==> src/rtl/planar_xyc_inverse_kinematics_top_macros.svh <==
// assertion macros for the planar xyc inverse kinematics block
`ifndef PLANAR_XYC_INVERSE_KINEMATICS_TOP_MACROS_SVH
`define PLANAR_XYC_INVERSE_KINEMATICS_TOP_MACROS_SVH

// consequent holds in the same cycle as the antecedent
`define PXYC_ASSERT_NOW(lbl, ante, cons, msg) \
  lbl: assert property (@(posedge clk) disable iff (!rst_n) (ante) |-> (cons)) \
    else $error(msg);

// consequent holds in the cycle after the antecedent
`define PXYC_ASSERT_NEXT(lbl, ante, cons, msg) \
  lbl: assert property (@(posedge clk) disable iff (!rst_n) (ante) |=> (cons)) \
    else $error(msg);

`endif

==> src/rtl/pxyc_pkg.sv <==
// shared types, constants and elaboration-time tables of the xyc kinematics block
package pxyc_pkg;

  // cordic length and field widths
  localparam int CORDIC_STAGES = 16;
  localparam int SHIFT_W       = 5;
  localparam int POS_W         = 32;
  localparam int ANG_W         = 26;
  localparam int JC_W          = 27;
  localparam int ARM_W         = 30;
  localparam int ROT_W         = 34;
  localparam int RED_W         = 25;
  localparam int QUO_W         = 19;
  localparam int FRAC_W        = 13;
  localparam int REM_W         = 6;
  localparam int PHASE_W       = 32;
  localparam int PADDR_W       = 5;
  localparam int PDATA_W       = 32;

  // angle constants
  localparam int     FULL_TURN       = 23592960;
  localparam int     CORDIC_GAIN_Q30 = 652032874;
  localparam longint TWO_PI_Q30      = 64'sd6746518852;

  // reciprocal of 45 for the reduced angle, exact for values below 2^25
  localparam int RECIP45     = 47721859;
  localparam int RECIP_SHIFT = 31;
  localparam int FRAC_CNT    = 45;

  // register map
  typedef enum logic [2:0] {
    REG_ARM_LENGTH    = 3'd0,
    REG_TOOL_OFFSET_X = 3'd1,
    REG_TOOL_OFFSET_Y = 3'd2,
    REG_TOOL_ANGLE    = 3'd3,
    REG_Y_LIMIT       = 3'd4
  } reg_idx_t;

  typedef struct packed {
    logic        [ARM_W-1:0] arm_length;
    logic signed [POS_W-1:0] tool_offset_x;
    logic signed [POS_W-1:0] tool_offset_y;
    logic signed [ANG_W-1:0] tool_angle;
    logic signed [POS_W-1:0] y_limit;
  } cfg_t;

  // rotation vector and phase handed from cell to cell
  typedef struct packed {
    logic signed [ROT_W-1:0] x;
    logic signed [ROT_W-1:0] y;
    logic signed [ROT_W-1:0] z;
  } rot_t;

  // item fields that travel alongside the cordic
  typedef struct packed {
    logic signed [POS_W-1:0] tcp_x;
    logic signed [POS_W-1:0] tcp_y;
    logic signed [JC_W-1:0]  joint_c;
    logic                    neg;
  } side_t;

  // shift and subtract quotient, only used while building constant tables
  function automatic longint unsigned udiv_shift(input longint unsigned num,
                                                 input longint unsigned den);
    longint unsigned quo;
    longint unsigned acc;
    int              b;
    quo = 0;
    acc = 0;
    for (b = 63; b >= 0; b--) begin
      acc = {acc[62:0], num[b]};
      if (acc >= den) begin
        acc    = acc - den;
        quo[b] = 1'b1;
      end
    end
    return quo;
  endfunction

  // atan(2^-i) in 2^-32 turn, from the exact series in q62 radians
  function automatic longint atan_turn(input int unsigned i);
    longint          sum;
    longint          term;
    longint unsigned p;
    int              k;
    sum = 0;
    if (i == 0) begin
      return 64'sd536870912;
    end
    for (k = 0; k < 64; k++) begin
      p = longint'(i) * longint'(2 * k + 1);
      if (p <= 62) begin
        term = longint'(udiv_shift(64'd1 << (62 - p), 64'(2 * k + 1)));
        if (k % 2 == 1) begin
          sum = sum - term;
        end else begin
          sum = sum + term;
        end
      end
    end
    return (sum + TWO_PI_Q30 / 2) / TWO_PI_Q30;
  endfunction

  // rounded phase fraction for a remainder of the divide by 45
  function automatic int frac_of(input int b);
    return (b * 16384 + 45) / 90;
  endfunction

endpackage

==> src/rtl/pxyc_cordic_cell.sv <==
// one cordic rotation cell: rotates the vector to drive the residual phase toward zero and passes it on
module pxyc_cordic_cell (
  input  logic                                clk,
  input  logic                                rst_n,
  input  logic                                in_valid,
  input  pxyc_pkg::rot_t                      in_rot,
  input  pxyc_pkg::side_t                     in_side,
  input  logic        [pxyc_pkg::SHIFT_W-1:0] shift,
  input  logic signed [pxyc_pkg::ROT_W-1:0]   atan,
  output logic                                out_valid,
  output pxyc_pkg::rot_t                      out_rot,
  output pxyc_pkg::side_t                     out_side
);
  import pxyc_pkg::*;

  logic                    valid_r;
  rot_t                    rot_r;
  rot_t                    rot_nxt;
  side_t                   side_r;
  logic signed [ROT_W-1:0] xs;
  logic signed [ROT_W-1:0] ys;

  // micro-rotation, direction from the sign of the residual phase
  always_comb begin
    xs = $signed(in_rot.x) >>> shift;
    ys = $signed(in_rot.y) >>> shift;
    if (!in_rot.z[ROT_W-1]) begin
      rot_nxt.x = in_rot.x - ys;
      rot_nxt.y = in_rot.y + xs;
      rot_nxt.z = in_rot.z - atan;
    end else begin
      rot_nxt.x = in_rot.x + ys;
      rot_nxt.y = in_rot.y - xs;
      rot_nxt.z = in_rot.z + atan;
    end
  end

  always_ff @(posedge clk) begin
    if (!rst_n) begin
      valid_r <= 1'b0;
    end else begin
      valid_r <= in_valid;
    end
  end

  always_ff @(posedge clk) begin
    rot_r  <= rot_nxt;
    side_r <= in_side;
  end

  assign out_valid = valid_r;
  assign out_rot   = rot_r;
  assign out_side  = side_r;

endmodule

==> config.mk <==
export PLATFORM = sky130hd
export DESIGN_NAME = pxyc_cordic_cell
export DESIGN_NICKNAME = d
export VERILOG_FILES = /design/src/rtl/planar_xyc_inverse_kinematics_top_macros.svh /design/src/rtl/pxyc_pkg.sv /design/src/rtl/pxyc_cordic_cell.sv
export SDC_FILE = /design/constraint.sdc
export NUM_CORES = 1
export LEC_CHECK = 0
export BUFFER_PORTS_ARGS = -buffer_cell sky130_fd_sc_hd__clkbuf_2
export CAP_MARGIN = 20
export CELL_PAD_IN_SITES_DETAIL_PLACEMENT = 1
export CELL_PAD_IN_SITES_GLOBAL_PLACEMENT = 2
export CORE_MARGIN = 4
export CORE_UTILIZATION = 32
export DETAILED_ROUTE_END_ITERATION = 10
export PLACE_DENSITY = 0.82
export SETUP_SLACK_MARGIN = 0.4
export SLEW_MARGIN = 20
export SYNTH_ARGS = -nofsm -noshare
export SYNTH_HDL_FRONTEND = slang
export SYNTH_SLANG_ARGS = --single-unit
==> constraint.sdc <==
create_clock -name clk -period 6.9 [get_ports clk]
set_input_delay 0 -clock clk [delete_from_list [all_inputs] [get_ports clk]]
set_output_delay 0 -clock clk [all_outputs]
set_load 0.05 [all_outputs]
==> flow_metrics.py, run 1 <==
metrics = {
    "outcome": {
        "status": "completed",
    },
    "clocking": {
        "cts.sinks": 195,
        "cts_tree": "done",
        "ctsResizeCount": 0,
        "clkTransAtPathRegs_ns": 0.09,
        "root_buffer": "clkbuf_16",
        "h-tree-depth": 4,
        "cts_buffers": 17,
        "clk_path_buf_depth": 2,
    },
    "floorplanning": {
        "dieArea_um2": 53800,
        "initial_core_util_pct": 32.6,
        "die_h_um": 232,
        "coreArea_um2": 49300,
        "rows": 81,
        "fp.dieW_um": 232,
        "ios": 431,
    },
    "routing": {
        "drc": 0,
        "vias_per_cell": 5.63,
        "vias": 16700,
        "routed_wl_um": 74300,
        "first_iter_violations": 1463,
        "ant_nets": 0,
        "routedWlPerCell_um": 25.1,
        "drt_first_pass_iters": 5,
    },
    "timing": {
        "tightest_slew_ns": 0.994,
        "clock.fmax_ghz": 0.172,
        "finalCritPeriodShare_pct": 84.1,
        "finalSetupTns_ns": 0,
        "rsz0062_at_grt": "no",
        "fin_crit_ns": 5.80,
        "setup_violations": 0,
        "setup_ws_ns": 1.10,
        "hold_violations": 0,
        "max-slew-margin-rel_pct": 33.7,
        "slew_viol_final": 0,
    },
    "finish": {
        "multi_input_area_um2": 11500,
        "drive_gt1_share_pct": 29.1,
        "register_area_um2": 3900,
        "fin_util_pct": 42.7,
        "fillCellCount": 5800,
        "area_growth_pct": 31.0,
        "layout.nets": 2610,
    },
    "pwr": {
        "p_seq_share_pct": 25.8,
        "power_frac_clock_pct": 19.7,
        "power.density_nw_per_um2": 277,
        "ir_drop_mv": 0.197,
        "switching_share_pct": 49.9,
        "switchingPower_mw": 2.90,
        "power.internal_mw": 2.91,
        "combPwrFrac_pct": 54.4,
        "cellLeakagePower_nw": 9.50,
    },
    "placed_design": {
        "gp_congestion": 0.935,
        "place_ws_ns": 0.661,
        "dp_hpwl_um": 55300,
        "port_buffers": 430,
    },
    "setup_path": {
        "crit_buf_inv": 3,
        "crit_required_ns": 7.30,
        "crit_slowest_cell": "buf_4",
        "start_kind": "primary input",
        "cp_max_fo": 44,
        "worstSetupPathType": "primary input to register",
        "worstSetupEndpointType": "register",
        "critPathMaxStageDelay_ns": 0.57,
        "cp.arrival_ns": 6.20,
        "cpLargestDelayFamily": "simple AND/OR/NAND/NOR gates",
        "worstPathCellList": "buf_4 > buf_12 > mux4_2 > mux2i_1 > nor2_1 > nor4_1 > ha_1 > inv_1 > nor4_4 > and3_1 > nand4_4 > o21bai_2 > xor2_1 > ha_1 > a21o_1 > a21o_1 > a21oi_1 > nor2b_1 > nand4_1 > a211oi_1 > a211o_1 > o21a_1 > o21ai_0 > xnor2_1",
    },
    "yosys": {
        "yosys.area_share.simple_pct": 13.3,
        "yosys-top-cells-area": "dfxtp_1 24%, mux4_2 13%, ha_1 7.9%",
        "ys_warn_count": 0,
        "synthFlopType": "dfxtp_1",
        "async_flop_share_pct": 0,
        "synth_top_family_by_area": "compound AO/OA/AOI/OAI gates",
        "netlist_area_um2": 16100,
        "synth_common_cells": "195 x dfxtp_1, 161 x a21oi_1, 118 x nor2_1",
        "yosysSeqAreaShare_pct": 24.3,
        "synth_cell_types": 93,
        "yosys.area.top_type": "dfxtp_1",
        "synthCells": 1725,
        "synth_edf_count": 0,
        "ys_ff_latch": 195,
        "synthMuxAreaShare_pct": 19.5,
        "yosysMostFrequentCell": "dfxtp_1",
        "syn-num-nets": 2066,
        "synthAdderAreaFrac_pct": 8.32,
        "syn-mean-instance-area_um2": 9.31,
        "synth_compound_area_share_pct": 20.6,
        "synth_xor_xnor_area_share_pct": 9.86,
        "synth_top_cell_area_share_pct": 24.3,
    },
    "grt": {
        "track_usage_pct": 26.6,
        "antenna_found_initial": 12,
        "grt_pass1_wl_um": 109000,
        "grt_pass1_vias": 17400,
        "grt_max_degree": 78,
        "grt_overflow": 0,
    },
    "hold_path": {
        "min_path_type": "primary input to register",
    },
    "job": {
        "maxCapViolations": 0,
    },
}
## what timing repair did
item / in CTS / in global routing
setup buffers: 0 / 0
hold endpoints to repair: 133 / 0
hold buffers: 145 / 0
## stage by stage
stage	total power [mW]	hold slack [ns]	area (um2)	cells
floorplan	3.72	0.0277	16100	1725
detailed placement	4.56	0.104	18900	2769
finish	5.82	0.0355	21000	2959
global placement	4.53	0.103	18900	2769
global route	6.11	0.0251	21000	2957
CTS	5.80	0.00166	21000	2946
## final timing paths
path	from	to	slack, ns	cells past startpoint
setup / recovery	shift[1]	out_rot[67]$_DFF_P_	1.10	24
hold / removal	in_rot[71]	out_rot[71]$_DFF_P_	0.04	3
## layout by cell type, fill, tap and decap left out, drive strengths merged, types with 58 or more instances in the layout
cell type,netlist,layout
xnor2,106,106
clkbuf,31,442
dlygate4sd3,0,145
mux4,94,94
a21oi,161,161
xor2,74,74
nor2,118,118
mux2i,58,58
dfxtp,195,195
nand2,115,115
a21o,61,61
inv,57,68
ha,102,102
## per-layer routing
layer / track usage [%] / wire [um]
met1: 31.8 / 29400
met2: 45.7 / 36200
met3: 5.79 / 5380
met4: 11.8 / 3210
met5: 0 / 13
## layout make-up
class                           count  area share (%)
Multi-Input combinational cell   1389            54.6
Sequential cell                   195            18.6
Timing Repair Buffer              609            18.5
Tap cell                          664            3.95
Clock buffer                       17            2.02
Clock inverter                     15            1.15
Inverter                           57            1.02
Antenna cell                       13           0.155
## power groups by stage
stage	registers (mW)	clock network [mW]	logic (mW)
3_3_place_gp	1.52	0	3.01
5_1_grt	1.53	1.22	3.36
3_5_place_dp	1.53	0	3.03
2_1_floorplan	2.49	0	1.23
4_1_cts	1.50	1.16	3.13
6_report	1.50	1.15	3.17
## kinds of logic (layout without fill, tap and decap cells)
kind of cell | Yosys count | after routing
simple gates | 421 | 421
buf+inv | 141 | 698
compound gates | 494 | 494
xor+xnor | 180 | 180
mux | 189 | 189
flops | 195 | 195
fa+ha+maj | 105 | 105
other cells | 0 | 13
## sequential cells by signal (all words and copies together), names as in the netlist
register / count
out_rot: 102
out_valid: 1
out_side: 92
Power figures use the tool's default switching activity.
==> run 2, diff against run 1 <==
--- a/config.mk
+++ b/config.mk
@@ -10,9 +10,9 @@
 export CELL_PAD_IN_SITES_DETAIL_PLACEMENT = 1
 export CELL_PAD_IN_SITES_GLOBAL_PLACEMENT = 2
 export CORE_MARGIN = 4
-export CORE_UTILIZATION = 32
+export CORE_UTILIZATION = 29
 export DETAILED_ROUTE_END_ITERATION = 10
-export PLACE_DENSITY = 0.82
+export PLACE_DENSITY = 0.78
 export SETUP_SLACK_MARGIN = 0.4
 export SLEW_MARGIN = 20
 export SYNTH_ARGS = -nofsm -noshare
==> constraint.sdc (replaced) <==
create_clock -name clk -period 4.8 [get_ports clk]
set_input_delay 0 -clock clk [delete_from_list [all_inputs] [get_ports clk]]
set_output_delay 0 -clock clk [all_outputs]
set_load 0.05 [all_outputs]
==> run 2 against run 1 <==
Design area up 26%. Critical path type unchanged. Critical path depth up 1. Sequential cell count unchanged. Critical endpoint unchanged. Hold slack better by 0.026 ns.
==> flow_metrics.py, run 2 (same netlist as run 1, synthesis figures left out) <==
metrics = {
    "setup_path": {
        "cp_common_cell": "a21o_1",
        "cp_max_fo": 9,
        "cp.arrival_ns": 5.07,
        "crit_required_ns": 5.19,
        "worstSetupPathType": "primary input to register",
        "start_kind": "primary input",
        "crit_slowest_cell": "or4_4",
        "critPathMaxStageDelay_ns": 0.48,
        "cpLargestDelayFamily": "compound AO/OA/AOI/OAI gates",
        "worstSetupEndpointType": "register",
        "crit_buf_inv": 4,
    },
    "floorplanning": {
        "dieArea_um2": 59200,
        "initial_core_util_pct": 29.6,
        "fp.dieW_um": 243,
        "ios": 431,
        "coreArea_um2": 54300,
        "die_h_um": 243,
        "rows": 85,
    },
    "pwr": {
        "power.density_nw_per_um2": 356,
        "design_power_total_mw": 9.41,
        "cellLeakagePower_nw": 12.5,
        "ir_drop_mv": 0.279,
    },
    "routing": {
        "vias": 19100,
        "drt_first_pass_iters": 5,
        "routed_wl_um": 89100,
        "vias_per_cell": 5.33,
        "first_iter_violations": 1171,
        "ant_nets": 0,
        "drc": 0,
        "routedWlPerCell_um": 24.9,
    },
    "grt": {
        "track_usage_pct": 28.8,
        "grt_pass1_wl_um": 131000,
        "grt_max_degree": 38,
        "antenna_found_initial": 9,
        "grt_pass1_vias": 20400,
        "grt_overflow": 0,
    },
    "finish": {
        "largest_reg_flops": 102,
        "mostFrequentLayoutCells": "545 x buf_4, 423 x clkbuf_2, 195 x dfxtp_1",
        "layout.nets": 3164,
        "final_common_cell": "buf_4",
        "layout.cells.non_filler": 3579,
        "drive_gt1_share_pct": 47.0,
        "area_growth_pct": 64.7,
        "stdcell_area_um2": 26500,
        "fillCellCount": 6256,
    },
    "timing": {
        "setup_ws_ns": 0.120,
        "holdWs_ns": 0.0617,
        "slew_viol_final": 0,
        "fin_crit_ns": 4.68,
        "rsz0062_at_grt": "yes",
        "finalCritPeriodShare_pct": 97.5,
        "max-slew-margin-rel_pct": 55.7,
        "tightest_slew_ns": 0.655,
        "clock.fmax_ghz": 0.214,
        "setup_violations": 0,
        "hold_violations": 0,
    },
    "clocking": {
        "clk_path_buf_depth": 2,
        "cts.sinks": 195,
        "cts_tree": "done",
        "clkTransAtPathRegs_ns": 0.10,
        "root_buffer": "clkbuf_16",
        "h-tree-depth": 4,
        "cts_buffers": 17,
    },
    "placed_design": {
        "place_ws_ns": -0.646,
        "port_buffers": 430,
        "gp_congestion": 0.943,
        "dp_cells": 3334,
        "dp_hpwl_um": 68600,
        "placed_cell_area_um2": 22900,
    },
    "outcome": {
        "status": "completed",
    },
    "job": {
        "maxCapViolations": 0,
    },
    "hold_path": {
        "min_path_type": "primary input to register",
    },
}
==> run 2: area by class of cell <==
type	count	area (um2)	share of cell area (%)
repair buffers	1163	8510	32.2
well taps	739	925	3.50
multi-input cells	1389	12300	46.3
inverters	57	231	0.875
clock buffers	18	439	1.66
clock inverters	14	178	0.672
diodes	4	10.0	0.0378
flip-flops and latches	195	3900	14.8
==> run 2: final timing paths <==
kind | startpoint | end | slack [ns] | depth (start not counted)
worst max-delay path | shift[1] | out_rot[67]$_DFF_P_ | 0.12 | 25
worst min-delay path | in_rot[9] | out_rot[9]$_DFF_P_ | 0.06 | 3
==> run 2: per-layer routing <==
metal | routed length (um) | track usage [%]
met3 | 5250 | 5.73
met1 | 34700 | 33.3
met5 | 66 | 0
met2 | 45200 | 51.7
met4 | 3850 | 12.5
==> run 2: tightest hold or removal path: stages <==
cell and delay, ns:
clkbuf_2 0.09, ha_1 0.23, o32a_1 0.21
==> run 2: timing repair <==
item                       CTS  global route
buffers inserted            26            33
pin swaps                   19            71
resized for setup           80           118
hold buffers               143             0
hold endpoints to repair   132             0
gates cloned                 6             1
setup endpoints to repair   32            32
==> run 2: through the flow <==
step	utilization (%)	TNS, ns
global route	48.7	-0.0759
CTS	47.2	0
detailed placement	42.1	-12.13
floorplan	-	0
finish	48.7	0
global placement	42.1	-8.72
==> run 2: power breakdown <==
part	switching, mW	internal [mW]	total, mW
Sequential	0.131	2.02	2.15
Clock	0.810	0.725	1.53
Combinational	3.52	2.20	5.72
