[src/rtl/planar_xyc_inverse_kinematics_top_macros.svh]
// assertion macros for the planar xyc inverse kinematics block
`ifndef PLANAR_XYC_INVERSE_KINEMATICS_TOP_MACROS_SVH
`define PLANAR_XYC_INVERSE_KINEMATICS_TOP_MACROS_SVH

// consequent holds in the same cycle as the antecedent
`define PXYC_ASSERT_NOW(lbl, ante, cons, msg) \
  lbl: assert property (@(posedge clk) disable iff (!rst_n) (ante) |-> (cons)) \
    else $error(msg);

// consequent holds in the cycle after the antecedent
`define PXYC_ASSERT_NEXT(lbl, ante, cons, msg) \
  lbl: assert property (@(posedge clk) disable iff (!rst_n) (ante) |=> (cons)) \
    else $error(msg);

`endif

[src/rtl/pxyc_pkg.sv]
// shared types, constants and elaboration-time tables of the xyc kinematics block
package pxyc_pkg;

  // cordic length and field widths
  localparam int CORDIC_STAGES = 16;
  localparam int SHIFT_W       = 5;
  localparam int POS_W         = 32;
  localparam int ANG_W         = 26;
  localparam int JC_W          = 27;
  localparam int ARM_W         = 30;
  localparam int ROT_W         = 34;
  localparam int RED_W         = 25;
  localparam int QUO_W         = 19;
  localparam int FRAC_W        = 13;
  localparam int REM_W         = 6;
  localparam int PHASE_W       = 32;
  localparam int PADDR_W       = 5;
  localparam int PDATA_W       = 32;

  // angle constants
  localparam int     FULL_TURN       = 23592960;
  localparam int     CORDIC_GAIN_Q30 = 652032874;
  localparam longint TWO_PI_Q30      = 64'sd6746518852;

  // reciprocal of 45 for the reduced angle, exact for values below 2^25
  localparam int RECIP45     = 47721859;
  localparam int RECIP_SHIFT = 31;
  localparam int FRAC_CNT    = 45;

  // register map
  typedef enum logic [2:0] {
    REG_ARM_LENGTH    = 3'd0,
    REG_TOOL_OFFSET_X = 3'd1,
    REG_TOOL_OFFSET_Y = 3'd2,
    REG_TOOL_ANGLE    = 3'd3,
    REG_Y_LIMIT       = 3'd4
  } reg_idx_t;

  typedef struct packed {
    logic        [ARM_W-1:0] arm_length;
    logic signed [POS_W-1:0] tool_offset_x;
    logic signed [POS_W-1:0] tool_offset_y;
    logic signed [ANG_W-1:0] tool_angle;
    logic signed [POS_W-1:0] y_limit;
  } cfg_t;

  // rotation vector and phase handed from cell to cell
  typedef struct packed {
    logic signed [ROT_W-1:0] x;
    logic signed [ROT_W-1:0] y;
    logic signed [ROT_W-1:0] z;
  } rot_t;

  // item fields that travel alongside the cordic
  typedef struct packed {
    logic signed [POS_W-1:0] tcp_x;
    logic signed [POS_W-1:0] tcp_y;
    logic signed [JC_W-1:0]  joint_c;
    logic                    neg;
  } side_t;

  // shift and subtract quotient, only used while building constant tables
  function automatic longint unsigned udiv_shift(input longint unsigned num,
                                                 input longint unsigned den);
    longint unsigned quo;
    longint unsigned acc;
    int              b;
    quo = 0;
    acc = 0;
    for (b = 63; b >= 0; b--) begin
      acc = {acc[62:0], num[b]};
      if (acc >= den) begin
        acc    = acc - den;
        quo[b] = 1'b1;
      end
    end
    return quo;
  endfunction

  // atan(2^-i) in 2^-32 turn, from the exact series in q62 radians
  function automatic longint atan_turn(input int unsigned i);
    longint          sum;
    longint          term;
    longint unsigned p;
    int              k;
    sum = 0;
    if (i == 0) begin
      return 64'sd536870912;
    end
    for (k = 0; k < 64; k++) begin
      p = longint'(i) * longint'(2 * k + 1);
      if (p <= 62) begin
        term = longint'(udiv_shift(64'd1 << (62 - p), 64'(2 * k + 1)));
        if (k % 2 == 1) begin
          sum = sum - term;
        end else begin
          sum = sum + term;
        end
      end
    end
    return (sum + TWO_PI_Q30 / 2) / TWO_PI_Q30;
  endfunction

  // rounded phase fraction for a remainder of the divide by 45
  function automatic int frac_of(input int b);
    return (b * 16384 + 45) / 90;
  endfunction

endpackage

[src/rtl/pxyc_cfg_regs.sv]
// apb register bank holding arm length, tool offsets, tool angle and y limit
module pxyc_cfg_regs (
  input  logic                          clk,
  input  logic                          rst_n,
  input  logic                          psel,
  input  logic                          penable,
  input  logic                          pwrite,
  input  logic [pxyc_pkg::PADDR_W-1:0]  paddr,
  input  logic [pxyc_pkg::PDATA_W-1:0]  pwdata,
  output logic [pxyc_pkg::PDATA_W-1:0]  prdata,
  output logic                          pready,
  output pxyc_pkg::cfg_t                cfg
);
  import pxyc_pkg::*;

  cfg_t cfg_r;
  cfg_t cfg_nxt;
  logic wr_en;

  assign pready = 1'b1;
  assign wr_en  = psel & penable & pwrite & pready;
  assign cfg    = cfg_r;

  // register write decode
  always_comb begin
    cfg_nxt = cfg_r;
    if (wr_en) begin
      case (paddr[PADDR_W-1:2])
        REG_ARM_LENGTH:    cfg_nxt.arm_length    = pwdata[ARM_W-1:0];
        REG_TOOL_OFFSET_X: cfg_nxt.tool_offset_x = pwdata;
        REG_TOOL_OFFSET_Y: cfg_nxt.tool_offset_y = pwdata;
        REG_TOOL_ANGLE:    cfg_nxt.tool_angle    = pwdata[ANG_W-1:0];
        REG_Y_LIMIT:       cfg_nxt.y_limit       = pwdata;
        default:           cfg_nxt               = cfg_r;
      endcase
    end
  end

  always_ff @(posedge clk) begin
    if (!rst_n) begin
      cfg_r.arm_length    <= ARM_W'(665600);
      cfg_r.tool_offset_x <= '0;
      cfg_r.tool_offset_y <= '0;
      cfg_r.tool_angle    <= '0;
      cfg_r.y_limit       <= POS_W'(716800);
    end else begin
      cfg_r <= cfg_nxt;
    end
  end

  // read mux, signed registers sign extended
  always_comb begin
    case (paddr[PADDR_W-1:2])
      REG_ARM_LENGTH:    prdata = {{(PDATA_W-ARM_W){1'b0}}, cfg_r.arm_length};
      REG_TOOL_OFFSET_X: prdata = cfg_r.tool_offset_x;
      REG_TOOL_OFFSET_Y: prdata = cfg_r.tool_offset_y;
      REG_TOOL_ANGLE:    prdata = {{(PDATA_W-ANG_W){cfg_r.tool_angle[ANG_W-1]}},
                                   cfg_r.tool_angle};
      REG_Y_LIMIT:       prdata = cfg_r.y_limit;
      default:           prdata = '0;
    endcase
  end

endmodule

[config.mk]
export PLATFORM = sky130hd
export DESIGN_NAME = pxyc_cfg_regs
export DESIGN_NICKNAME = d
export VERILOG_FILES = /design/src/rtl/planar_xyc_inverse_kinematics_top_macros.svh /design/src/rtl/pxyc_pkg.sv /design/src/rtl/pxyc_cfg_regs.sv
export SDC_FILE = /design/constraint.sdc
export NUM_CORES = 1
export LEC_CHECK = 0
export BUFFER_PORTS_ARGS = -buffer_cell sky130_fd_sc_hd__buf_2
export CAP_MARGIN = 20
export CORE_AREA = 2 2 95 165
export DETAILED_ROUTE_END_ITERATION = 8
export DIE_AREA = 0 0 97 167
export HOLD_SLACK_MARGIN = 0.12
export PLACE_DENSITY = 0.84
export SETUP_SLACK_MARGIN = 0.3
export SYNTH_ARGS = -nofsm -noshare
export SYNTH_HDL_FRONTEND = slang
export SYNTH_SLANG_ARGS = --single-unit
[constraint.sdc]
create_clock -name clk -period 1.4 [get_ports clk]
set_input_delay 0.21 -clock clk [delete_from_list [all_inputs] [get_ports clk]]
set_output_delay 0.21 -clock clk [all_outputs]
set_load 0.05 [all_outputs]
==> impl_table.tex, run 1 <==
\begin{tabular}{lr}
\hline
Metric & Value \\
\hline
\multicolumn{2}{l}{\textbf{Run status}} \\
\quad Outcome & finished with violations \\
\quad Failing checks & negative setup slack \\
\multicolumn{2}{l}{\textbf{Hold path}} \\
\quad Classification of the worst-slack hold path & primary input to flip-flop \\
\multicolumn{2}{l}{\textbf{Placement}} \\
\quad DP Area & 8830 sq um \\
\quad Placer congestion estimate & 0.850 \\
\quad Cell count after placement & approximately 1100 \\
\quad IO Port Bufs & 223 \\
\quad Placed wire-length estimate after detailed placement & 15400 um \\
\multicolumn{2}{l}{\textbf{Floorplanning}} \\
\quad Initial standard-cell utilization of the core & 45.2\% \\
\quad Top-level I/O count & 227 \\
\quad Width of the chip & 97 um \\
\quad Die Y & 167 um \\
\quad Number of placement rows & 59 \\
\quad Die outline area & $\sim$16000 sq um \\
\quad Placeable Area & 14800 sq um \\
\multicolumn{2}{l}{\textbf{Final layout}} \\
\quad Layout overhead on the synthesized area & 98.3\% \\
\quad Post-route design area & around 13000 sq um \\
\quad Layout cell share with drive strength beyond 1 & 61.9\% \\
\quad Post-layout nets & around 1100 \\
\quad Flip-flop count of the largest register after layout & 152 \\
\quad Final cell count without fillers & approximately 1200 \\
\quad Final-layout fill cell count & 511 \\
\multicolumn{2}{l}{\textbf{Worst setup path}} \\
\quad Critical path, cell by cell & mux2i\_1 -> o2bb2ai\_1 -> a221o\_2 -> buf\_8 \\
\quad Critical Path AT & 1650 ps \\
\quad Startpoint kind of the worst setup timing path & flip-flop \\
\quad Data required, critical path & 1190 ps \\
\quad Kind of capture point of the worst setup path & output pin \\
\quad Top fanout value on the critical path & 2 \\
\quad Number of buffer and inverter stages on the critical path & 1 \\
\quad Class of the most critical setup path & flip-flop to output pin \\
\quad Crit-path max cell delay & 350 ps \\
\quad Worst-case register-to-register setup slack & about 230 ps \\
\quad Slowest cell on the critical path & sky130\_fd\_sc\_hd\_\_a221o\_2 \\
\quad Crit path max-delay family & compound AO/OA/AOI/OAI gates \\
\multicolumn{2}{l}{\textbf{Clock network}} \\
\quad Clock root cell & sky130\_fd\_sc\_hd\_\_clkbuf\_16 \\
\quad Clock Sink Count & 152 \\
\quad Number of buffers on the longest clock path & 2 \\
\quad Worst skew pair latency & between 400 and 500 ps \\
\quad CTS H-Tree Depth & 4 \\
\quad Register clock-pin slew on the reported worst setup and hold paths & 70 ps \\
\quad TritonCTS clock tree & done \\
\quad Clock buffers created by TritonCTS & 17 \\
\multicolumn{2}{l}{\textbf{Synthesis}} \\
\quad Number of flops mapped to enable cells by yosys & 0 \\
\quad Number of distinct standard cells referenced by the synthesized netlist & 33 \\
\quad Synthesized area divided by synthesized cell count & $\sim$9.9 sq um \\
\quad Proportion of netlist area held by the largest area contributor & 45.4\% \\
\quad Combined area of all synthesized cells & 6700 sq um \\
\quad Post-synth net total & 722 \\
\quad Async set or reset register ratio after synthesis & 0\% \\
\quad Top cells by count, synth & 176 x sky130\_fd\_sc\_hd\_\_nand2\_1, 175 x sky130\_fd\_sc\_hd\_\_mux2i\_1, 152 x sky130\_fd\_sc\_hd\_\_dfxtp\_1 \\
\quad Flip-flop and latch count after synthesis & 152 \\
\quad Syn Inst Count & 680 \\
\quad Dominant cell by count in the synthesized netlist & sky130\_fd\_sc\_hd\_\_nand2\_1 \\
\quad Library cell with the largest summed area after synthesis & sky130\_fd\_sc\_hd\_\_dfxtp\_1 \\
\quad Synth warnings & 0 \\
\quad Most used DFF post-synth & sky130\_fd\_sc\_hd\_\_dfxtp\_1 \\
\quad Portion of the post-synthesis area used by sequential elements & 45.4\% \\
\quad Biggest area contributors in the synthesized netlist & sky130\_fd\_sc\_hd\_\_dfxtp\_1 45\%, sky130\_fd\_sc\_hd\_\_mux2i\_1 26\%, sky130\_fd\_sc\_hd\_\_nand2\_1 9.9\% \\
\multicolumn{2}{l}{\textbf{GRT}} \\
\quad Global-route wire length before repair & 44300 um \\
\quad Number of global-route vias before repair & 7868 \\
\quad Global-route usage over all layers & 35.1\% \\
\quad Largest net degree at the start of global routing & 57 \\
\quad Initial antenna violation count & 2 \\
\quad Leftover overflow at the end of global routing & 0 \\
\multicolumn{2}{l}{\textbf{Job}} \\
\quad Number of max-cap violations & 0 \\
\multicolumn{2}{l}{\textbf{Route}} \\
\quad Total via count in the routed design & 7944 \\
\quad Drt wl/cell & 30.6 um \\
\quad Post-DR vias/cell & 6.39 \\
\quad Detail Route Antenna Nets & 0 \\
\quad Number of iterations in the first detailed-routing pass & 7 \\
\quad DRC viols & 0 \\
\quad Number of design-rule violations left by the first detailed-router iteration & around 770 \\
\quad Total wire length & 38000 um \\
\multicolumn{2}{l}{\textbf{STA}} \\
\quad Fraction of the cycle the final worst path needs & 133\% \\
\quad \# setup viols final & 32 \\
\quad Worst Clk Skew & 0 ps \\
\quad Clock period minus final worst setup slack & between 1500 and 2000 ps \\
\quad Post-route worst hold slack & $\sim$140 ps \\
\quad Setup ws final & -462 ps \\
\quad Total negative slack & -9810 ps \\
\quad Max-slew violations & 0 \\
\quad Final number of hold-violating endpoints & 0 \\
\quad RSZ-0062 raised after global routing & true \\
\quad Highest achievable clock rate & roughly 540 MHz \\
\multicolumn{2}{l}{\textbf{Pwr}} \\
\quad Maximum ir drop on the vdd rail & 891 uV \\
\quad Leak & 5.56 nW \\
\quad Total power density per cell area & 784 nW/um\^{}2 \\
\hline
\end{tabular}
==> routing by layer <==
metal / wire length, um / vias to the layer above / GRT usage (%) / share of wire (%)
met4: 4200 / 0 / 26.4 / 11
met1: 11400 / 3781 / 35.1 / 30
li1: - / 3152 / - / -
met5: 0 / - / 0 / 0
met3: 3280 / 334 / 7.64 / 8.6
met2: 19100 / 677 / 62.7 / 50
==> worst min-delay path, delay by kind of cell <==
family	cells	cell delay (ps)
simple gates	1	130
buf+inv	1	90
mux	1	90
==> cells in the final DEF, fill, tap and decap left out, types with 6 or more instances in the layout <==
cell type,n
sky130_fd_sc_hd__buf_2,35
sky130_fd_sc_hd__mux2i_1,152
sky130_fd_sc_hd__mux2i_2,13
sky130_fd_sc_hd__buf_6,83
sky130_fd_sc_hd__clkbuf_16,29
sky130_fd_sc_hd__buf_4,57
sky130_fd_sc_hd__nand2_1,175
sky130_fd_sc_hd__mux2i_4,10
sky130_fd_sc_hd__buf_8,169
sky130_fd_sc_hd__dfxtp_2,77
sky130_fd_sc_hd__o22ai_4,6
sky130_fd_sc_hd__buf_12,35
sky130_fd_sc_hd__dlygate4sd3_1,11
sky130_fd_sc_hd__nor2b_1,6
sky130_fd_sc_hd__a221o_2,24
sky130_fd_sc_hd__a21oi_1,6
sky130_fd_sc_hd__o2bb2ai_1,22
sky130_fd_sc_hd__dfxtp_4,75
==> where the power goes <==
part / switching [W] / internal, W
Combinational: 0.000759 / 0.000548
Sequential: 0.0000464 / 0.00422
Clock: 0.00201 / 0.00283
Total: 0.00282 / 0.00761
==> through the flow <==
| step | worst slack (ps) | utilization [%] | power (W) |
|---|---|---|---|
| 3_3_place_gp | -270 | 59.5 | 0.00538 |
| 5_1_grt | -513 | 89.6 | 0.0106 |
| 4_1_cts | -290 | 79.5 | 0.0101 |
| 6_report | -462 | 89.6 | 0.0104 |
| 2_1_floorplan | 7.66 | - | 0.00506 |
| 3_5_place_dp | -308 | 59.5 | 0.00539 |
==> path summary, 6_finish.rpt <==
kind                            cells after the start    endpoint  startpoint
worst max register to register                      5     cfg[94]     cfg[94]
worst min register to register                      2     cfg[66]     cfg[66]
worst min-delay path                                3    cfg[149]  pwdata[27]
worst max-delay path                                4  prdata[15]     cfg[47]
==> logic make-up after synthesis <==
logic type             Yosys count  synth area share [%]
AOI/OAI and AO/OA               81                  10.0
buffers and inverters           60                  4.65
DFF                            152                  45.4
muxes                          178                  26.6
other                            1                0.0559
and+or+nand+nor                208                  13.2
==> layout make-up <==
type	count	area [sq um]	area share [%]
Antenna cell	2	5.00	0.0377
Clock buffer	22	485	3.65
Clock inverter	9	115	0.866
Inverter	4	15.0	0.113
Multi-Input combinational cell	468	3800	28.6
Sequential cell	152	3420	25.7
Tap cell	183	229	1.72
Timing Repair Buffer	403	5220	39.3
==> repair_timing <==
item,CTS,global route
buffers inserted,38,37
cloned,1,13
pin swaps,26,11
gates resized for setup,644,247
endpoints found under the hold margin,27,0
hold buffers,11,0
endpoints found under the setup margin,276,336
Power figures use the tool's default switching activity.
==> run 2, diff against run 1 <==
CTS_BUF_LIST = sky130_fd_sc_hd__clkbuf_16   (was not set)
==> impl_table.tex, run 2 (same netlist as run 1, synthesis figures left out) <==
\begin{tabular}{lr}
\hline
Metric & Value \\
\hline
\multicolumn{2}{l}{\textbf{Run status}} \\
\quad Failing checks & negative setup slack \\
\quad Outcome & finished with violations \\
\multicolumn{2}{l}{\textbf{Final layout}} \\
\quad Final cell count without fillers & 1232 (-0.88\%) \\
\quad Post-layout nets & 1077 (-1.0\%) \\
\quad Commonest cells after routing, fill and taps aside & 175 x sky130\_fd\_sc\_hd\_\_nand2\_1, 166 x sky130\_fd\_sc\_hd\_\_buf\_8, 162 x sky130\_fd\_sc\_hd\_\_mux2i\_1, 76 x sky130\_fd\_sc\_hd\_\_dfxtp\_2, 76 x sky130\_fd\_sc\_hd\_\_dfxtp\_4 \\
\quad Most common cell after layout, fill and taps aside & sky130\_fd\_sc\_hd\_\_nand2\_1 \\
\quad Flip-flop count of the largest register after layout & 152 (unchanged) \\
\quad Layout cell share with drive strength beyond 1 & 60.3\% (-1.6 points) \\
\quad Layout overhead on the synthesized area & 92.6\% \\
\multicolumn{2}{l}{\textbf{GRT}} \\
\quad Leftover overflow at the end of global routing & 0 (unchanged) \\
\quad Number of global-route vias before repair & 7704 (-2.1\%) \\
\quad Global-route usage over all layers & 34.4\% (-0.78 points) \\
\quad Initial antenna violation count & 1 (-1) \\
\quad Largest net degree at the start of global routing & 57 (unchanged) \\
\quad Global-route wire length before repair & 43600 um (-1.5\%) \\
\multicolumn{2}{l}{\textbf{STA}} \\
\quad RSZ-0062 raised after global routing & true \\
\quad Clock period minus final worst setup slack & 1820 ps (-45.7 ps) \\
\quad Setup ws final & -416 ps (+45.7 ps) \\
\quad Post-route worst hold slack & 149 ps (+13.1 ps) \\
\quad Worst Clk Skew & 0 ps (unchanged) \\
\quad Max-slew violations & 0 (unchanged) \\
\quad Highest achievable clock rate & 551 MHz (+2.5\%) \\
\quad \# setup viols final & 32 (unchanged) \\
\quad Fraction of the cycle the final worst path needs & 130\% (-3.3 points) \\
\quad Final number of hold-violating endpoints & 0 (unchanged) \\
\multicolumn{2}{l}{\textbf{Worst setup path}} \\
\quad Slowest cell on the critical path & sky130\_fd\_sc\_hd\_\_a221o\_2 \\
\quad Worst setup path startpoint & cfg[98] \\
\quad Data required, critical path & 1190 ps (about the same) \\
\quad Top fanout value on the critical path & 2 (unchanged) \\
\quad Reg-to-Reg End & cfg[116] \\
\quad Class of the most critical setup path & flip-flop to output pin \\
\quad Number of buffer and inverter stages on the critical path & 1 (unchanged) \\
\quad Worst setup endpoint & prdata[8] \\
\quad WP depth & 4 (unchanged) \\
\quad Worst-case register-to-register setup slack & 440 ps (+210 ps) \\
\quad Worst-case reg-to-reg path depth & 3 (-2) \\
\quad Crit-path max cell delay & 350 ps (about the same) \\
\quad RR Startpoint & cfg[116] \\
\quad Startpoint kind of the worst setup timing path & flip-flop \\
\quad Kind of capture point of the worst setup path & output pin \\
\quad Crit path max-delay family & compound AO/OA/AOI/OAI gates \\
\quad Critical path, cell by cell & mux2i\_1 -> o2bb2ai\_1 -> a221o\_2 -> buf\_8 \\
\quad Critical Path AT & 1610 ps (-40 ps) \\
\multicolumn{2}{l}{\textbf{Pwr}} \\
\quad Proportion of power drawn by the clock network & 45.4\% (-1.1 points) \\
\quad Total power density per cell area & 781 nW/um\^{}2 (-0.40\%) \\
\quad Leak & 5.42 nW (-2.5\%) \\
\quad Combinational group share of total power & 12.3\% (-0.2 points) \\
\quad Design internal power & 0.00745 W (-2.0\%) \\
\quad Switching fraction of total power & 26.1\% (-0.91 points) \\
\quad Switch Pwr & 0.00264 W (-6.5\%) \\
\quad Post-route total power & 0.0101 W (-3.2\%) \\
\quad Sequential group share of total power & 42.3\% (+1.3 points) \\
\quad Maximum ir drop on the vdd rail & 847 uV (-4.9\%) \\
\multicolumn{2}{l}{\textbf{Clock network}} \\
\quad Worst skew pair latency & 410 ps (about the same) \\
\quad CTS H-Tree Depth & 4 (unchanged) \\
\quad Clock buffers created by TritonCTS & 17 (unchanged) \\
\quad Clock root cell & sky130\_fd\_sc\_hd\_\_clkbuf\_16 \\
\quad Clock Sink Count & 152 (unchanged) \\
\quad Register clock-pin slew on the reported worst setup and hold paths & 70 ps (about the same) \\
\quad Number of buffers on the longest clock path & 2 (unchanged) \\
\quad TritonCTS clock tree & done \\
\multicolumn{2}{l}{\textbf{Placement}} \\
\quad DP Worst Slack & -308 ps (unchanged) \\
\quad Placer congestion estimate & 0.850 (unchanged) \\
\quad Placed wire-length estimate after detailed placement & 15400 um (unchanged) \\
\quad Cell count after placement & 1110 (unchanged) \\
\quad IO Port Bufs & 223 (unchanged) \\
\multicolumn{2}{l}{\textbf{Floorplanning}} \\
\quad Number of placement rows & 59 (unchanged) \\
\quad Top-level I/O count & 227 (unchanged) \\
\quad Die Y & 167 um (unchanged) \\
\quad Die outline area & 16200 sq um (unchanged) \\
\quad Initial standard-cell utilization of the core & 45.2\% (unchanged) \\
\quad Placeable Area & 14800 sq um (unchanged) \\
\quad Width of the chip & 97 um (unchanged) \\
\multicolumn{2}{l}{\textbf{Route}} \\
\quad Drt wl/cell & 27.4 um (-10\%) \\
\quad Number of design-rule violations left by the first detailed-router iteration & 529 (-31\%) \\
\quad DRC viols & 0 (unchanged) \\
\quad Total via count in the routed design & 7609 (-4.2\%) \\
\quad Post-DR vias/cell & 6.18 (-3.4\%) \\
\quad Total wire length & 33800 um (-11\%) \\
\quad Detail Route Antenna Nets & 0 (unchanged) \\
\quad Number of iterations in the first detailed-routing pass & 5 (-2) \\
\multicolumn{2}{l}{\textbf{Job}} \\
\quad Number of max-cap violations & 0 (unchanged) \\
\multicolumn{2}{l}{\textbf{Hold path}} \\
\quad Classification of the worst-slack hold path & primary input to flip-flop \\
\hline
\end{tabular}
[run 2: worst min path at each step]
stage | start | end | slack, ps | cells after the start
global route | rst_n | cfg[45] | 160 | 3
floorplan | pwdata[12] | cfg[12] | 370 | 2
detailed placement | cfg[43] | cfg[43] | 460 | 2
global placement | cfg[43] | cfg[43] | 450 | 2
CTS | pwdata[29] | cfg[119] | 130 | 3
finish | rst_n | cfg[44] | 150 | 3
[run 2: final cells by class]
class | instances | area [sq um]
antenna | 2 | 5.00
clock buffer | 18 | 450
clock inverter | 13 | 130
fill | 591 | 1930
inverter | 4 | 15.0
multi-input combinational | 468 | 3710
sequential | 152 | 3420
tap | 183 | 229
timing repair buffer | 392 | 4950
[run 2: layer usage]
| layer | GRT usage [%] | up-vias | part of all wire, % |
|---|---|---|---|
| li1 | - | 3121 | - |
| met1 | 34.0 | 3640 | 31 |
| met2 | 63.8 | 598 | 52 |
| met3 | 6.88 | 250 | 7.3 |
| met4 | 22.6 | 0 | 10 |
| met5 | 0 | - | 0 |
[run 2: timing repair]
| action | CTS | global route |
|---|---|---|
| resized for setup | 677 | 170 |
| pin swaps | 26 | 11 |
| hold endpoints to repair | 27 | 0 |
| setup endpoints to repair | 276 | 336 |
| hold buffers | 11 | 0 |
| setup buffers | 39 | 30 |
| cloned | 1 | 8 |
[run 2: through the flow]
| stage | setup TNS (ps) | instance area, sq um | utilization [%] |
|---|---|---|---|
| 2_1_floorplan | 0 | 7090 | - |
| 3_3_place_gp | -25130 | 8830 | 59.5 |
| 3_5_place_dp | -29240 | 8830 | 59.5 |
| 4_1_cts | -7530 | 11900 | 80.2 |
| 5_1_grt | -10800 | 12900 | 87.0 |
| 6_report | -9800 | 12900 | 87.0 |
[run 2: tightest hold or removal path, cell delays in order]
cell and delay, ps:
sky130_fd_sc_hd__buf_4 180, sky130_fd_sc_hd__nand2_1 80, sky130_fd_sc_hd__mux2i_1 50
[run 2: power groups by stage]
stage / clock (W) / sequential, W / combinational (W)
after floorplan: 0 / 0.00459 / 0.000473
after global placement: 0 / 0.00448 / 0.000900
after detailed placement: 0 / 0.00448 / 0.000908
after CTS: 0.00456 / 0.00434 / 0.00107
after global routing: 0.00479 / 0.00427 / 0.00127
final: 0.00458 / 0.00427 / 0.00124
==> run 3, diff against run 2 <==
SKIP_CTS_REPAIR_TIMING = 1   (was not set)
==> impl_table.tex, run 3 (same netlist as run 1, synthesis figures left out) <==
\begin{tabular}{lr}
\hline
Metric & Value \\
\hline
\multicolumn{2}{l}{\textbf{STA}} \\
\quad Clock period minus final worst setup slack & 1760 ps (-53.5 ps) \\
\quad Final number of hold-violating endpoints & 0 (unchanged) \\
\quad RSZ-0062 raised after global routing & true \\
\quad Worst Clk Skew & 0 ps (unchanged) \\
\quad Setup ws final & -363 ps (+53.5 ps) \\
\quad Total negative slack & -9000 ps (+803 ps) \\
\quad Post-route worst hold slack & 98.1 ps (-51.1 ps) \\
\quad Fraction of the cycle the final worst path needs & 126\% (-3.8 points) \\
\quad Highest achievable clock rate & 567 MHz (+3.0\%) \\
\quad Max-slew violations & 0 (unchanged) \\
\quad \# setup viols final & 32 (unchanged) \\
\multicolumn{2}{l}{\textbf{Floorplanning}} \\
\quad Placeable Area & 14800 sq um (unchanged) \\
\quad Number of placement rows & 59 (unchanged) \\
\quad Die Y & 167 um (unchanged) \\
\quad Die outline area & 16200 sq um (unchanged) \\
\quad Width of the chip & 97 um (unchanged) \\
\quad Top-level I/O count & 227 (unchanged) \\
\quad Initial standard-cell utilization of the core & 45.2\% (unchanged) \\
\multicolumn{2}{l}{\textbf{Final layout}} \\
\quad Layout cell share with drive strength beyond 1 & 56.5\% (-3.8 points) \\
\quad Final cell count without fillers & 1177 (-4.5\%) \\
\quad Layout overhead on the synthesized area & 74.5\% \\
\quad Most common cell after layout, fill and taps aside & sky130\_fd\_sc\_hd\_\_nand2\_1 \\
\quad Finished Core Util & 78.8\% (-8.2 points) \\
\quad Flip-flop count of the largest register after layout & 152 (unchanged) \\
\quad Final-layout fill cell count & 793 (+34\%) \\
\quad Post-layout nets & 1023 (-5.0\%) \\
\quad Commonest cells after routing, fill and taps aside & 175 x sky130\_fd\_sc\_hd\_\_nand2\_1, 174 x sky130\_fd\_sc\_hd\_\_mux2i\_1, 144 x sky130\_fd\_sc\_hd\_\_buf\_8, 95 x sky130\_fd\_sc\_hd\_\_dfxtp\_2, 64 x sky130\_fd\_sc\_hd\_\_buf\_4 \\
\multicolumn{2}{l}{\textbf{Run status}} \\
\quad Outcome & finished with violations \\
\quad Failing checks & negative setup slack \\
\multicolumn{2}{l}{\textbf{Clock network}} \\
\quad Worst skew pair latency & 420 ps (about the same) \\
\quad Clock buffers created by TritonCTS & 17 (unchanged) \\
\quad CTS H-Tree Depth & 4 (unchanged) \\
\quad Clock root cell & sky130\_fd\_sc\_hd\_\_clkbuf\_16 \\
\quad Register clock-pin slew on the reported worst setup and hold paths & 60 ps (about the same) \\
\quad TritonCTS clock tree & done \\
\quad Clock Sink Count & 152 (unchanged) \\
\quad Number of buffers on the longest clock path & 2 (unchanged) \\
\multicolumn{2}{l}{\textbf{Job}} \\
\quad Number of max-cap violations & 0 (unchanged) \\
\multicolumn{2}{l}{\textbf{Worst setup path}} \\
\quad Reg-to-Reg End & cfg[17] \\
\quad Data required, critical path & 1190 ps (about the same) \\
\quad Worst-case reg-to-reg path depth & 4 (+1) \\
\quad RR Startpoint & cfg[17] \\
\quad Slowest cell on the critical path & sky130\_fd\_sc\_hd\_\_dfxtp\_2 \\
\quad Crit path max-delay family & compound AO/OA/AOI/OAI gates \\
\quad Critical path, cell by cell & mux2i\_1 -> o2bb2ai\_1 -> a221o\_2 -> buf\_8 \\
\quad WP depth & 4 (unchanged) \\
\quad Class of the most critical setup path & flip-flop to output pin \\
\quad Crit-path max cell delay & 350 ps (about the same) \\
\quad Number of buffer and inverter stages on the critical path & 1 (unchanged) \\
\quad Worst-case register-to-register setup slack & 440 ps (about the same) \\
\quad Critical Path AT & 1550 ps (-60 ps) \\
\quad Top fanout value on the critical path & 3 (+1) \\
\quad Kind of capture point of the worst setup path & output pin \\
\quad Startpoint kind of the worst setup timing path & flip-flop \\
\multicolumn{2}{l}{\textbf{Route}} \\
\quad Number of design-rule violations left by the first detailed-router iteration & 441 (-17\%) \\
\quad DRC viols & 0 (unchanged) \\
\quad Post-DR vias/cell & 5.96 (-3.6\%) \\
\quad Met1 wire length & 9810 um (-5.4\%) \\
\quad Total wire length & 28900 um (-14\%) \\
\quad Detail Route Antenna Nets & 0 (unchanged) \\
\quad Drt wl/cell & 24.6 um (-10\%) \\
\quad Total via count in the routed design & 7010 (-7.9\%) \\
\quad Uppermost routed layer & met4 \\
\quad Met2 WL & 15300 um (-12\%) \\
\quad WL met3 & 1920 um (-22\%) \\
\quad Number of iterations in the first detailed-routing pass & 5 (unchanged) \\
\multicolumn{2}{l}{\textbf{Hold path}} \\
\quad Hold\_sp & pwdata[11] \\
\quad Hold Path Cell Cnt & 3 (unchanged) \\
\quad Classification of the worst-slack hold path & primary input to flip-flop \\
\quad Terminating pin of the worst hold path & cfg[133] \\
\multicolumn{2}{l}{\textbf{Pwr}} \\
\quad Maximum ir drop on the vdd rail & 849 uV (+0.24\%) \\
\quad Total power density per cell area & 854 nW/um\^{}2 (+9.3\%) \\
\quad Switching fraction of total power & 25.8\% (-0.38 points) \\
\quad Sequential group share of total power & 43.1\% (+0.8 points) \\
\quad Combinational group share of total power & 11.2\% (-1.1 points) \\
\quad Design internal power & 0.00742 W (-0.46\%) \\
\quad Leak & 4.97 nW (-8.2\%) \\
\quad Proportion of power drawn by the clock network & 45.8\% (+0.4 points) \\
\quad Switch Pwr & 0.00257 W (-2.4\%) \\
\multicolumn{2}{l}{\textbf{GRT}} \\
\quad Initial antenna violation count & 0 (-1) \\
\quad Global-route wire length before repair & 33700 um (-23\%) \\
\quad Number of global-route vias before repair & 6413 (-17\%) \\
\quad Leftover overflow at the end of global routing & 0 (unchanged) \\
\quad Global-route usage over all layers & 26.0\% (-8.4 points) \\
\quad Largest net degree at the start of global routing & 57 (unchanged) \\
\multicolumn{2}{l}{\textbf{Placement}} \\
\quad IO Port Bufs & 223 (unchanged) \\
\quad DP Worst Slack & -308 ps (unchanged) \\
\quad Placed wire-length estimate after detailed placement & 15400 um (unchanged) \\
\quad Placer congestion estimate & 0.850 (unchanged) \\
\quad Cell count after placement & 1110 (unchanged) \\
\hline
\end{tabular}
-- run 3: changes by cell type in the layout (fill, tap and decap cells not counted), moves of 5 or more --
cell | before | now
sky130_fd_sc_hd__mux2i_1 | 162 | 174
sky130_fd_sc_hd__dfxtp_4 | 76 | 55
sky130_fd_sc_hd__buf_8 | 166 | 144
sky130_fd_sc_hd__mux2i_2 | 7 | 0
sky130_fd_sc_hd__buf_12 | 33 | 18
sky130_fd_sc_hd__dfxtp_2 | 76 | 95
sky130_fd_sc_hd__buf_2 | 35 | 59
sky130_fd_sc_hd__mux2i_4 | 6 | 1
sky130_fd_sc_hd__buf_6 | 74 | 43
-- run 3: layout make-up --
| type | count | area [sq um] | area share [%] |
|---|---|---|---|
| Tap cell | 183 | 229 | 1.96 |
| Inverter | 4 | 15.0 | 0.128 |
| Multi-Input combinational cell | 468 | 3590 | 30.7 |
| Antenna cell | 1 | 2.50 | 0.0214 |
| Clock buffer | 18 | 450 | 3.85 |
| Sequential cell | 152 | 3370 | 28.8 |
| Timing Repair Buffer | 338 | 3910 | 33.4 |
| Clock inverter | 13 | 130 | 1.11 |
-- run 3: metal layers --
layer	GRT usage (%)	vias up
met5	0	-
met4	13.5	0
met3	4.11	153
met2	47.1	462
met1	29.0	3398
li1	-	2997
-- run 3: worst max-delay path by stage --
stage          slack (ps)          to      from
6_report             -360  prdata[12]  cfg[102]
2_1_floorplan           8  prdata[14]  paddr[3]
3_5_place_dp         -310   prdata[8]  paddr[2]
3_3_place_gp         -270   prdata[8]  paddr[2]
4_1_cts              -390  prdata[27]   cfg[57]
5_1_grt              -430  prdata[23]   cfg[55]
-- run 3: power groups by stage --
stage | clock (W) | sequential, W | combinational, W
after floorplan | 0 | 0.00459 | 0.000473
after global placement | 0 | 0.00448 | 0.000900
after detailed placement | 0 | 0.00448 | 0.000908
after CTS | 0.00456 | 0.00438 | 0.000912
after global routing | 0.00481 | 0.00430 | 0.00115
final | 0.00457 | 0.00430 | 0.00111
-- run 3: metrics by stage --
step	instance area (sq um)	power, W
CTS	9410	0.00985
detailed placement	8830	0.00539
global placement	8830	0.00538
global route	11700	0.0103
finish	11700	0.00999
floorplan	7090	0.00506
-- run 3: worst reg2reg max path, delay by kind of cell (launching register included) --
| family | cells | cell delay, ps |
|---|---|---|
| DFF | 1 | 350 |
| AOI/OAI and AO/OA | 2 | 200 |
| buffers and inverters | 1 | 140 |
| and+or+nand+nor | 1 | 140 |
